## src/design/wlvb_pkg.sv

```systemverilog
// wlvb_pkg: shared types, codes and the microcode program of the voted byte store
// used by wlvb_seq, wlvb_dpath and the top level
package wlvb_pkg;

    localparam int STORE_BYTES = 1024;
    localparam int MAX_SLOTS   = 256;
    localparam int MAX_COPIES  = 8;
    localparam int MIN_COPIES  = 2;
    localparam int ADDR_W      = $clog2(STORE_BYTES);
    localparam int SLOT_W      = $clog2(MAX_SLOTS);
    localparam int COPY_W      = $clog2(MAX_COPIES);
    localparam int PC_W        = 5;
    localparam int CFG_IDX_W   = 3;
    localparam int CFG_DATA_W  = 10;

    localparam logic [CFG_IDX_W-1:0] REG_SLOT_COUNT  = 3'd0;
    localparam logic [CFG_IDX_W-1:0] REG_BASE_ADDR   = 3'd1;
    localparam logic [CFG_IDX_W-1:0] REG_COPIES      = 3'd2;
    localparam logic [CFG_IDX_W-1:0] REG_EMPTY_MARK  = 3'd3;
    localparam logic [CFG_IDX_W-1:0] REG_ERROR_MARK  = 3'd4;

    localparam logic [1:0] FUNC_FRESH  = 2'd0;
    localparam logic [1:0] FUNC_RESUME = 2'd1;
    localparam logic [1:0] FUNC_READ   = 2'd2;
    localparam logic [1:0] FUNC_WRITE  = 2'd3;

    typedef struct packed {
        logic [1:0] func;
        logic [7:0] write_value;
        logic [7:0] start_slot;
    } t_item;

    typedef struct packed {
        logic [7:0] read_value;
        logic       fault;
        logic [7:0] slot_now;
    } t_result;

    typedef struct packed {
        logic [8:0] slot_count;
        logic [9:0] base_address;
        logic [3:0] copies_per_slot;
        logic [7:0] empty_marker;
        logic [7:0] error_marker;
    } t_cfg;

    typedef enum logic [3:0] {
        A_NOP,
        A_DIV_LD_START,
        A_DIV_LD_NEXT,
        A_DIV_STEP,
        A_SET_CUR,
        A_FILL,
        A_SEL_CUR,
        A_SCAN_INIT,
        A_RD,
        A_CAP,
        A_VOTE,
        A_READ_RES,
        A_SCAN_EVAL,
        A_SCAN_NEXT,
        A_SCAN_END,
        A_FIN
    } t_act;

    typedef enum logic [3:0] {
        C_NEXT,
        C_ALWAYS,
        C_END,
        C_DIV_MORE,
        C_LIN_MORE,
        C_COPY_MORE,
        C_VOTE_MORE,
        C_RESUME,
        C_HIT,
        C_SLOT_MORE,
        C_NO_ADV
    } t_cond;

    // write path reuses a few actions with its own meaning
    localparam t_act A_WCOUNT   = A_SCAN_INIT;

    typedef struct packed {
        t_act             act;
        t_cond            cond;
        logic [PC_W-1:0]  target;
    } t_uword;

    typedef struct packed {
        t_act act;
        logic accept;
        logic wr_path;
    } t_ctl;

    typedef struct packed {
        logic div_more;
        logic lin_more;
        logic copy_more;
        logic vote_more;
        logic resume;
        logic hit;
        logic slot_more;
        logic no_adv;
    } t_stat;

    localparam logic [PC_W-1:0] PC_FRESH  = 5'd0;
    localparam logic [PC_W-1:0] PC_FIN    = 5'd4;
    localparam logic [PC_W-1:0] PC_READ   = 5'd5;
    localparam logic [PC_W-1:0] PC_RESUME = 5'd6;
    localparam logic [PC_W-1:0] PC_VLOAD  = 5'd7;
    localparam logic [PC_W-1:0] PC_VOTE   = 5'd9;
    localparam logic [PC_W-1:0] PC_SEVAL  = 5'd12;
    localparam logic [PC_W-1:0] PC_SEND   = 5'd14;
    localparam logic [PC_W-1:0] PC_WRITE  = 5'd15;
    localparam logic [PC_W-1:0] PC_WEMPTY = 5'd17;
    localparam logic [PC_W-1:0] PC_WDIV   = 5'd19;
    localparam logic [PC_W-1:0] PC_WVAL   = 5'd21;

    function automatic logic [PC_W-1:0] entry_pc(input logic [1:0] func);
        logic [PC_W-1:0] pc;
        case (func)
            FUNC_FRESH:  pc = PC_FRESH;
            FUNC_RESUME: pc = PC_RESUME;
            FUNC_READ:   pc = PC_READ;
            default:     pc = PC_WRITE;
        endcase
        return pc;
    endfunction

    function automatic t_uword ucode(input logic [PC_W-1:0] pc);
        t_uword w;
        case (pc)
            // init fresh: start modulo slot count, then fill the ring
            5'd0:    w = '{A_DIV_LD_START, C_NEXT,      '0};
            5'd1:    w = '{A_DIV_STEP,     C_DIV_MORE,  5'd1};
            5'd2:    w = '{A_SET_CUR,      C_NEXT,      '0};
            5'd3:    w = '{A_FILL,         C_LIN_MORE,  5'd3};
            5'd4:    w = '{A_FIN,          C_END,       '0};
            // read and resume share the vote
            5'd5:    w = '{A_SEL_CUR,      C_ALWAYS,    PC_VLOAD};
            5'd6:    w = '{A_SCAN_INIT,    C_NEXT,      '0};
            5'd7:    w = '{A_RD,           C_NEXT,      '0};
            5'd8:    w = '{A_CAP,          C_COPY_MORE, PC_VLOAD};
            5'd9:    w = '{A_VOTE,         C_VOTE_MORE, PC_VOTE};
            5'd10:   w = '{A_NOP,          C_RESUME,    PC_SEVAL};
            5'd11:   w = '{A_READ_RES,     C_ALWAYS,    PC_FIN};
            5'd12:   w = '{A_SCAN_EVAL,    C_HIT,       PC_SEND};
            5'd13:   w = '{A_SCAN_NEXT,    C_SLOT_MORE, PC_VLOAD};
            5'd14:   w = '{A_SCAN_END,     C_ALWAYS,    PC_FIN};
            // write
            5'd15:   w = '{A_WCOUNT,       C_NEXT,      '0};
            5'd16:   w = '{A_NOP,          C_NO_ADV,    PC_WVAL};
            5'd17:   w = '{A_FILL,         C_COPY_MORE, PC_WEMPTY};
            5'd18:   w = '{A_DIV_LD_NEXT,  C_NEXT,      '0};
            5'd19:   w = '{A_DIV_STEP,     C_DIV_MORE,  PC_WDIV};
            5'd20:   w = '{A_SET_CUR,      C_NEXT,      '0};
            5'd21:   w = '{A_RD,           C_COPY_MORE, PC_WVAL};
            5'd22:   w = '{A_NOP,          C_ALWAYS,    PC_FIN};
            default: w = '{A_FIN,          C_END,       '0};
        endcase
        return w;
    endfunction

endpackage

```

## src/design/wlvb_seq.sv

```systemverilog
// wlvb_seq: step counter and microcode table that drive the datapath
// depends on wlvb_pkg
module wlvb_seq (
    input  logic                 i_clk,
    input  logic                 i_rst_n,
    input  logic                 i_start,
    input  logic [1:0]           i_func,
    input  wlvb_pkg::t_stat      i_stat,
    output wlvb_pkg::t_ctl       o_ctl,
    output logic                 o_busy,
    output logic                 o_done
);
    import wlvb_pkg::*;

    logic [PC_W-1:0] r_pc, n_pc;
    logic            r_run, n_run;
    logic            r_done, n_done;
    logic            r_wr, n_wr;
    t_uword          uw;
    logic            take;
    logic            accept;

    assign uw     = ucode(r_pc);
    assign accept = i_start && !r_run;

    always_comb begin
        case (uw.cond)
            C_NEXT:      take = 1'b0;
            C_ALWAYS:    take = 1'b1;
            C_DIV_MORE:  take = i_stat.div_more;
            C_LIN_MORE:  take = i_stat.lin_more;
            C_COPY_MORE: take = i_stat.copy_more;
            C_VOTE_MORE: take = i_stat.vote_more;
            C_RESUME:    take = i_stat.resume;
            C_HIT:       take = i_stat.hit;
            C_SLOT_MORE: take = i_stat.slot_more;
            C_NO_ADV:    take = i_stat.no_adv;
            default:     take = 1'b0;
        endcase
    end

    always_comb begin
        n_pc   = r_pc;
        n_run  = r_run;
        n_done = 1'b0;
        n_wr   = r_wr;
        if (!r_run) begin
            if (accept) begin
                n_pc  = entry_pc(i_func);
                n_run = 1'b1;
                n_wr  = (i_func == FUNC_WRITE);
            end
        end else if (uw.cond == C_END) begin
            n_run  = 1'b0;
            n_done = 1'b1;
        end else if (take) begin
            n_pc = uw.target;
        end else begin
            n_pc = r_pc + 1'b1;
        end
    end

    always_ff @(posedge i_clk) begin
        if (!i_rst_n) begin
            r_pc   <= '0;
            r_run  <= 1'b0;
            r_done <= 1'b0;
            r_wr   <= 1'b0;
        end else begin
            r_pc   <= n_pc;
            r_run  <= n_run;
            r_done <= n_done;
            r_wr   <= n_wr;
        end
    end

    assign o_ctl.act     = r_run ? uw.act : A_NOP;
    assign o_ctl.accept  = accept;
    assign o_ctl.wr_path = r_wr;
    assign o_busy        = r_run;
    assign o_done        = r_done;

endmodule

```

## config.mk

```make
export PLATFORM = sky130hd
export DESIGN_NAME = wlvb_seq
export DESIGN_NICKNAME = d
export VERILOG_FILES = /design/src/design/wlvb_pkg.sv /design/src/design/wlvb_seq.sv
export SDC_FILE = /design/constraint.sdc
export NUM_CORES = 1
export LEC_CHECK = 0
export BUFFER_PORTS_ARGS = -buffer_cell sky130_fd_sc_hd__clkbuf_2
export CAP_MARGIN = 10
export CORE_ASPECT_RATIO = 0.75
export CORE_MARGIN = 2
export CORE_UTILIZATION = 35
export DETAILED_ROUTE_END_ITERATION = 10
export RECOVER_POWER = 25
export SLEW_MARGIN = 20
export SYNTH_ARGS = -nofsm -noshare
export SYNTH_HDL_FRONTEND = slang
export SYNTH_SLANG_ARGS = --single-unit
```

## constraint.sdc

```tcl
create_clock -name i_clk -period 5.3 [get_ports i_clk]
set_input_delay 1.06 -clock i_clk [delete_from_list [all_inputs] [get_ports i_clk]]
set_output_delay 1.06 -clock i_clk [all_outputs]
set_load 0.02 [all_outputs]
```

==> results of run 1 <==
==> metrics by stage <==
step	utilization	std cells	area [um2]	power, mW	hold slack (ns)
2_1_floorplan	-	181	1465	0.6348	0.4367
3_3_place_gp	0.3957	249	1594	0.7437	0.4447
3_5_place_dp	0.3957	249	1594	0.7430	0.4683
4_1_cts	0.4078	253	1643	0.8566	0.4795
5_1_grt	0.4040	253	1628	0.9203	0.5046
6_report	0.4040	253	1628	0.8503	0.4704
==> sequential cells by signal (all words and copies together), names as in the netlist <==
signal / flops
uw: 13
r_pc: 5
o_busy: 1
o_done: 1
r_wr: 1
==> worst min path at each step <==
stage / startpoint / end / slack, ns / cells after the start
final: r_wr$_SDFFE_PN0P_ / r_wr$_SDFFE_PN0P_ / 0.47 / 2
after global placement: r_wr$_SDFFE_PN0P_ / r_wr$_SDFFE_PN0P_ / 0.44 / 2
after CTS: r_wr$_SDFFE_PN0P_ / r_wr$_SDFFE_PN0P_ / 0.48 / 2
after floorplan: r_wr$_SDFFE_PN0P_ / r_wr$_SDFFE_PN0P_ / 0.44 / 2
after detailed placement: r_wr$_SDFFE_PN0P_ / r_wr$_SDFFE_PN0P_ / 0.47 / 2
after global routing: r_wr$_SDFFE_PN0P_ / r_wr$_SDFFE_PN0P_ / 0.50 / 2
==> logic make-up after synthesis <==
family,after synthesis,synth area share
xor gates and xnor gates,2,0.01196
DFF,21,0.2869
and+or+nand+nor,73,0.2869
adders and majority gates,6,0.05124
AOI/OAI and AO/OA,53,0.2425
muxes,8,0.06063
buffers and inverters,18,0.05978
==> metal layers <==
| layer | routed length, um | GRT usage | vias up |
|---|---|---|---|
| met4 | 12 | 0.03008 | 0 |
| met5 | 0 | 0 | - |
| met1 | 1845 | 0.2294 | 636 |
| li1 | - | - | 698 |
| met2 | 1565 | 0.2515 | 46 |
| met3 | 217 | 0.03625 | 2 |
==> critical path, cell delays in order, from the launching register on <==
cell,delay [ns]
dfxtp_1,0.40
nor4b_1,0.95
o21ai_0,0.40
o22a_1,0.27
o21ai_1,0.06
clkbuf_1,0.37
nor2_1,0.17
inv_1,0.11
ha_1,0.32
mux2_4,0.29
a21o_1,0.18
a211o_1,0.28
==> cells in the mapped netlist, types with 3 or more instances <==
| cell | count |
|---|---|
| nor2b_1 | 5 |
| o211ai_1 | 6 |
| mux2i_1 | 4 |
| a31oi_1 | 3 |
| nor2_1 | 10 |
| nor3_1 | 4 |
| nand3b_1 | 4 |
| inv_1 | 8 |
| nand2b_1 | 3 |
| and2_1 | 8 |
| clkbuf_1 | 3 |
| a21oi_1 | 11 |
| ha_1 | 6 |
| nand2_1 | 11 |
| dfxtp_1 | 21 |
| mux2_2 | 3 |
| a21o_1 | 3 |
| o21ai_0 | 10 |
| nand3_1 | 11 |
| nand4_1 | 5 |
==> power by group through the flow <==
stage	Clock, mW	Sequential, mW	Combinational (mW)
after detailed placement	0	0.262	0.481
after CTS	0.114	0.258	0.484
after global routing	0.120	0.268	0.533
after floorplan	0	0.244	0.391
after global placement	0	0.261	0.482
final	0.110	0.257	0.483
==> cell type report <==
| cell class | count | share of cell area |
|---|---|---|
| Sequential cell | 21 | 0.2583 |
| Clock buffer | 3 | 0.02537 |
| Tap cell | 55 | 0.04228 |
| Inverter | 10 | 0.02460 |
| Timing Repair Buffer | 21 | 0.06072 |
| Clock inverter | 1 | 0.004612 |
| Multi-Input combinational cell | 142 | 0.5842 |
==> flow_metrics.py, run 1 <==
metrics = {
    "placed_design": {
        "dp_hpwl_um": 2686,
        "numPortBuffers": 20,
        "gp_congestion": 0.8402,
        "place_ws_ns": 1.302,
    },
    "power": {
        "p_comb_frac": 0.568,
        "p_int_mw": 0.4565,
        "p_sw_mw": 0.3938,
        "sw_frac_of_total": 0.4631,
        "p_per_area_nw_per_um2": 522.4,
        "power.share.clock": 0.130,
        "ir_worst_vdd_uv": 144.4,
        "p_seq_frac": 0.302,
        "p_leak_nw": 0.6948,
    },
    "grt": {
        "grtUsageTotal": 0.1608,
        "grt.overflow.total": 0,
        "grt_max_degree": 17,
        "antenna_found_initial": 0,
        "grt_pass1_wl_um": 5830,
        "first_global_vias": 1163,
    },
    "clock_network": {
        "cts_tree": "built",
        "htree_num_levels": 1,
        "postCtsSetupBuffers": 0,
        "cts_hold_buf": 0,
        "cts_sinks": 21,
        "cts_buffers": 3,
        "root_buffer": "clkbuf_8",
        "clk_path_buf_depth": 2,
        "clk-insertion-delay-late_ns": 0.27,
        "clkSlewWorstSetupHoldPaths_ns": 0.09,
        "cts_resized": 0,
    },
    "synthesis": {
        "yosysTopAreaCellShare": 0.2869,
        "synthesis.area_um2": 1465,
        "synth_seq_cells": 21,
        "ys_types": 54,
        "synth_nets": 200,
        "synth_edf_count": 0,
        "syn-mean-instance-area_um2": 8.095,
        "yosysTopAreaCell": "dfxtp_1",
        "async_reset_ff_frac": 0,
        "synth_warnings": 0,
        "synthCells": 181,
        "ys.flop_type": "dfxtp_1",
        "synthTopCellsByArea": "dfxtp_1 (29%), ha_1 (5.1%), a21oi_1 (3.8%)",
        "synth-seq-area-share": 0.2869,
    },
    "drt": {
        "routed_wirelength_um": 3639,
        "wl_per_cell_um": 14.38,
        "vias_per_cell": 5.462,
        "final_antenna_net_count": 0,
        "dr_total_vias": 1382,
        "drt_iter0_markers": 84,
        "drcViolationCount": 0,
        "drtPass1Iterations": 4,
    },
    "worst_setup_path": {
        "rr_startpoint": "uw[5]$_DFF_P_",
        "critPathCaptureType": "flip-flop",
        "r2r_cells": 11,
        "critPathLaunch": "uw[5]$_DFF_P_",
        "path_max_fanout": 10,
        "path_class": "flip-flop to flip-flop",
        "critical_path.endpoint": "uw[2]$_DFF_P_",
        "cp.required_ns": 5.47,
        "cp-start-kind": "flip-flop",
        "arrival_ns": 4.09,
        "r2r-end": "uw[2]$_DFF_P_",
        "rrSetupSlack_ns": 1.38,
    },
    "sta": {
        "slew_viol_final": 0,
        "slew-limit-headroom": 0.2761,
        "period_minus_slack_ns": 3.919,
        "hold_viol_final": 0,
        "setup_viol": 0,
        "max_freq_ghz": 0.2552,
        "worst_slack_ns": 1.381,
        "tns_ns": 0,
        "tightest_slew_ns": 1.071,
        "rsz0062_at_grt": "false",
        "skew_ns": 0.009986,
        "period_share": 0.7394,
    },
    "floorplanning": {
        "dieWidth_um": 78.71,
        "core_um2": 4029,
        "initial_core_util": 0.3637,
        "pin_count": 21,
        "dieHeight_um": 60.03,
        "die_area_um2": 4725,
        "rows": 20,
    },
    "final_layout": {
        "area_growth_syn_to_layout_pct": 11.10,
        "layout_commonest_cell": "dfxtp_1",
        "fin_nets": 218,
        "mostFrequentLayoutCells": "dfxtp_1 (21), clkbuf_2 (16), nand3_1 (11), a21oi_1 (11), nand2_1 (11)",
        "multiInputGateArea_um2": 950.9,
        "drive_gt1_frac": 0.1515,
        "fill_cells": 407,
        "n_antenna_cell": 0,
        "regArea_um2": 420.4,
    },
    "worst_hold_path": {
        "hold_path_class": "flip-flop to flip-flop",
    },
    "job": {
        "cap_violations": 0,
    },
    "run_status": {
        "status": "complete, no violations",
    },
}
No activity file was read; power rests on OpenSTA's default activity.
==> run 2, diff against run 1 <==
==> constraint.sdc (replaced) <==
create_clock -name i_clk -period 3.6 [get_ports i_clk]
set_input_delay 0.72 -clock i_clk [delete_from_list [all_inputs] [get_ports i_clk]]
set_output_delay 0.72 -clock i_clk [all_outputs]
set_load 0.02 [all_outputs]
==> flow_metrics.py, run 2 (synthesis results as in run 1) <==
metrics = {
    "floorplanning": {
        "dieWidth_um": 78.71,
        "dieHeight_um": 60.03,
        "pin_count": 21,
        "core_um2": 4029,
        "rows": 20,
        "die_area_um2": 4725,
        "initial_core_util": 0.3637,
    },
    "worst_setup_path": {
        "r2r_cells": 11,
        "rr_startpoint": "uw[5]$_DFF_P_",
        "critPathCaptureType": "flip-flop",
        "path_max_fanout": 8,
        "path_class": "flip-flop to flip-flop",
        "cp-start-kind": "flip-flop",
        "slowest_stage": "dfxtp_1",
        "worstPathCellList": "mux2i_1, o21ai_0, a22oi_1, a31oi_1, a21oi_1, and2_1, inv_1, ha_1, mux2_4, a21o_1, a211o_1",
        "cp.required_ns": 3.75,
        "r2r-end": "uw[2]$_DFF_P_",
        "cpLargestDelayFamily": "compound AO/OA/AOI/OAI gates",
        "cp_num_buf_inv": 1,
        "rrSetupSlack_ns": 0.56,
        "max_stage_delay_ns": 0.50,
        "arrival_ns": 3.20,
    },
    "worst_hold_path": {
        "hold_path_class": "flip-flop to flip-flop",
        "worstHoldPathCells": 2,
        "min_to": "r_wr$_SDFFE_PN0P_",
        "min_from": "r_wr$_SDFFE_PN0P_",
    },
    "clock_network": {
        "clk-insertion-delay-late_ns": 0.26,
        "cts_resized": 0,
        "postCtsSetupBuffers": 0,
        "clk_path_buf_depth": 2,
        "cts_sinks": 21,
        "cts_hold_buf": 0,
        "cts_tree": "built",
        "htree_num_levels": 1,
        "root_buffer": "clkbuf_8",
        "cts_buffers": 3,
        "clkSlewWorstSetupHoldPaths_ns": 0.08,
    },
    "final_layout": {
        "fin_nets": 223,
        "largest_reg_flops": 13,
        "fin_util": 0.4140,
        "layout_commonest_cell": "dfxtp_1",
        "final_cell_count_no_fill": 258,
        "area_growth_syn_to_layout_pct": 13.83,
        "postLayoutCellArea_um2": 1668,
        "n_antenna_cell": 0,
        "drive_gt1_frac": 0.1724,
        "mostFrequentLayoutCells": "dfxtp_1 (21), clkbuf_2 (16), nand3_1 (11), a21oi_1 (11), nand2_1 (11)",
    },
    "sta": {
        "setup_viol": 0,
        "hold_viol_final": 0,
        "skew_ns": 0.001585,
        "tns_ns": 0,
        "max_freq_ghz": 0.3285,
        "period_minus_slack_ns": 3.044,
        "worst_slack_ns": 0.5563,
        "tightest_slew_ns": 0.5992,
        "slew-limit-headroom": 0.5995,
        "hold_ws_ns": 0.4627,
        "rsz0062_at_grt": "false",
        "period_share": 0.8455,
        "slew_viol_final": 0,
    },
    "grt": {
        "antenna_found_initial": 0,
        "first_global_vias": 1152,
        "grt_max_degree": 12,
        "grt.overflow.total": 0,
        "grtUsageTotal": 0.1598,
        "grt_pass1_wl_um": 5740,
    },
    "drt": {
        "drcViolationCount": 0,
        "drt_iter0_markers": 82,
        "routed_wirelength_um": 3830,
        "vias_per_cell": 5.508,
        "dr_total_vias": 1421,
        "drtPass1Iterations": 4,
        "wl_per_cell_um": 14.84,
        "final_antenna_net_count": 0,
    },
    "power": {
        "power.share.clock": 0.123,
        "power_mw": 1.282,
        "p_int_mw": 0.6912,
        "p_seq_frac": 0.294,
        "p_leak_nw": 0.7229,
        "p_comb_frac": 0.583,
        "p_per_area_nw_per_um2": 768.9,
        "p_sw_mw": 0.5912,
        "ir_worst_vdd_uv": 217.8,
        "sw_frac_of_total": 0.4610,
    },
    "run_status": {
        "status": "complete, no violations",
    },
    "placed_design": {
        "gp_congestion": 0.9486,
        "dp_hpwl_um": 2861,
        "dp.cells": 254,
        "place_ws_ns": 0.3657,
        "numPortBuffers": 20,
        "postPlaceCellArea_um2": 1632,
    },
    "job": {
        "cap_violations": 0,
    },
}
[run 2: worst min-delay path, stage by stage, from the launching register on]
cell and delay (ns):
dfxtp_1 0.31, nand2_1 0.05, a21oi_1 0.05
[run 2: how the worst max path moves through the flow]
| stage | startpoint | endpoint | slack [ns] | cells after the start |
|---|---|---|---|---|
| 2_1_floorplan | i_stat[1] | uw[2]$_DFF_P_ | 0.30 | 12 |
| 3_3_place_gp | i_stat[1] | uw[2]$_DFF_P_ | 0.44 | 12 |
| 3_5_place_dp | i_stat[1] | uw[2]$_DFF_P_ | 0.37 | 12 |
| 4_1_cts | o_busy$_SDFF_PN0_ | uw[2]$_DFF_P_ | 0.56 | 10 |
| 5_1_grt | o_busy$_SDFF_PN0_ | uw[2]$_DFF_P_ | 0.35 | 10 |
| 6_report | uw[5]$_DFF_P_ | uw[2]$_DFF_P_ | 0.56 | 11 |
[run 2: per-layer routing]
layer / track usage / vias to the layer above / wire length [um]
li1: - / 713 / -
met4: 0.03008 / 0 / 22
met5: 0 / - / 0
met1: 0.2255 / 665 / 1930
met2: 0.2564 / 41 / 1696
met3: 0.03172 / 2 / 180
[run 2: power by group through the flow]
stage / Clock [mW] / Combinational [mW] / Sequential [mW]
6_report: 0.158 / 0.747 / 0.378
5_1_grt: 0.170 / 0.810 / 0.388
4_1_cts: 0.159 / 0.745 / 0.378
3_5_place_dp: 0 / 0.742 / 0.383
3_3_place_gp: 0 / 0.744 / 0.385
2_1_floorplan: 0 / 0.575 / 0.359
[run 2: final cells by class]
class	instances	area, um2
well taps	55	68.82
clock buffers	4	45.04
repair buffers	26	140.1
flip-flops and latches	21	420.4
fillers	423	2361
multi-input cells	142	953.4
inverters	10	40.04
==> run 3, diff against run 2 <==
==> constraint.sdc (replaced) <==
create_clock -name i_clk -period 3 [get_ports i_clk]
set_input_delay 0.6 -clock i_clk [delete_from_list [all_inputs] [get_ports i_clk]]
set_output_delay 0.6 -clock i_clk [all_outputs]
set_load 0.02 [all_outputs]
==> flow_metrics.py, run 3 (synthesis results as in run 1) <==
metrics = {
    "run_status": {
        "status": "complete, no violations",
    },
    "floorplanning": {
        "dieHeight_um": 60.03,
        "die_area_um2": 4725,
        "rows": 20,
        "initial_core_util": 0.3637,
        "pin_count": 21,
        "dieWidth_um": 78.71,
        "core_um2": 4029,
    },
    "placed_design": {
        "dp_hpwl_um": 2920,
        "numPortBuffers": 20,
        "place_ws_ns": 0.05455,
        "gp_congestion": 0.8548,
    },
    "sta": {
        "skew_ns": 0.004399,
        "period_share": 0.9197,
        "hold_viol_final": 0,
        "period_minus_slack_ns": 2.759,
        "slew-limit-headroom": 0.7187,
        "rsz0062_at_grt": "false",
        "setup_viol": 0,
        "worst_slack_ns": 0.2408,
        "tightest_slew_ns": 0.4202,
        "max_freq_ghz": 0.3624,
        "tns_ns": 0,
        "slew_viol_final": 0,
    },
    "final_layout": {
        "mostFrequentLayoutCells": "dfxtp_1 (20), clkbuf_2 (17), buf_4 (15), nand3_1 (11), nand2_1 (11)",
        "fin_nets": 234,
        "n_antenna_cell": 0,
        "area_growth_syn_to_layout_pct": 21.01,
        "drive_gt1_frac": 0.2383,
        "largest_reg_flops": 13,
        "fill_cells": 405,
        "layout_commonest_cell": "dfxtp_1",
        "regArea_um2": 421.7,
        "multiInputGateArea_um2": 977.2,
    },
    "drt": {
        "vias_per_cell": 5.465,
        "drt_iter0_markers": 75,
        "drcViolationCount": 0,
        "wl_per_cell_um": 14.06,
        "dr_total_vias": 1470,
        "final_antenna_net_count": 0,
        "drtPass1Iterations": 4,
        "routed_wirelength_um": 3782,
    },
    "grt": {
        "grt_max_degree": 14,
        "grt.overflow.total": 0,
        "grtUsageTotal": 0.1692,
        "grt_pass1_wl_um": 6113,
        "antenna_found_initial": 0,
        "first_global_vias": 1277,
    },
    "clock_network": {
        "cts_tree": "built",
        "cts_sinks": 21,
        "htree_num_levels": 1,
        "clkSlewWorstSetupHoldPaths_ns": 0.09,
        "cts_hold_buf": 0,
        "clk_path_buf_depth": 2,
        "cts_buffers": 3,
        "cts_resized": 0,
        "clk-insertion-delay-late_ns": 0.27,
        "root_buffer": "clkbuf_8",
        "postCtsSetupBuffers": 0,
    },
    "power": {
        "ir_worst_vdd_uv": 286.6,
        "p_per_area_nw_per_um2": 927.1,
        "p_leak_nw": 0.7787,
    },
    "worst_hold_path": {
        "hold_path_class": "flip-flop to flip-flop",
    },
    "worst_setup_path": {
        "cp.required_ns": 3.17,
        "path_max_fanout": 8,
        "cp-start-kind": "flip-flop",
        "arrival_ns": 2.93,
        "path_class": "flip-flop to flip-flop",
        "critPathCaptureType": "flip-flop",
    },
    "job": {
        "cap_violations": 0,
    },
}
==> run 3: cell types whose count changed in the layout (fill, tap and decap cells not counted), sizes merged <==
| cell | before | now |
|---|---|---|
| buf | 6 | 15 |
| clkbuf | 24 | 25 |
| clkinvlp | 0 | 1 |
==> run 3: per-stage QoR <==
step                instances  cell area, um2  power, mW  hold slack [ns]    util
floorplan                 181            1476      1.134           0.4367       -
global placement          265            1725      1.431           0.4423  0.4283
detailed placement        265            1725      1.427           0.4557  0.4283
CTS                       269            1774      1.627           0.4673  0.4404
global route              269            1773      1.770           0.4991  0.4401
finish                    269            1773      1.644           0.4619  0.4401
==> run 3: layout make-up <==
class                      count  share of cell area
clock buffer                   3             0.02329
clock inverter                 1            0.004234
inverter                      10             0.02258
multi-input combinational    142              0.5512
sequential                    21              0.2378
tap                           55             0.03881
timing repair buffer          37              0.1221
==> run 3: power breakdown <==
part	internal, mW	total (mW)	switching (mW)	leakage [nW]
combinational	0.439	0.998	0.559	0.583
sequential	0.376	0.448	0.0722	0.174
clock	0.0941	0.198	0.104	0.0217
total	0.909	1.64	0.735	0.779
==> run 3: final timing paths <==
path	start	endpoint	slack, ns	cells after the start
worst min register to register	r_wr$_SDFFE_PN0P_	r_wr$_SDFFE_PN0P_	0.46	2
worst max-delay path	uw[5]$_DFF_P_	uw[2]$_DFF_P_	0.24	11
worst max register to register	uw[5]$_DFF_P_	uw[2]$_DFF_P_	0.24	11
worst min-delay path	r_wr$_SDFFE_PN0P_	r_wr$_SDFFE_PN0P_	0.46	2
==> run 3: worst max-delay path, cell delays in order (launching register included) <==
cell     delay (ns)
dfxtp_2        0.44
mux2i_1        0.21
o21ai_1        0.10
a22o_1         0.30
o21ai_0        0.26
a21oi_2        0.10
and2_1         0.20
inv_1          0.09
ha_1           0.25
mux2_4         0.26
a21o_1         0.18
a211o_1        0.28
==> run 3: routing by layer <==
metal,GRT usage,share of wire,vias to the layer above
met3,0.03474,0.074,6
li1,-,-,734
met5,0,0,-
met1,0.2317,0.48,667
met4,0.04511,0.011,0
met2,0.2735,0.43,63
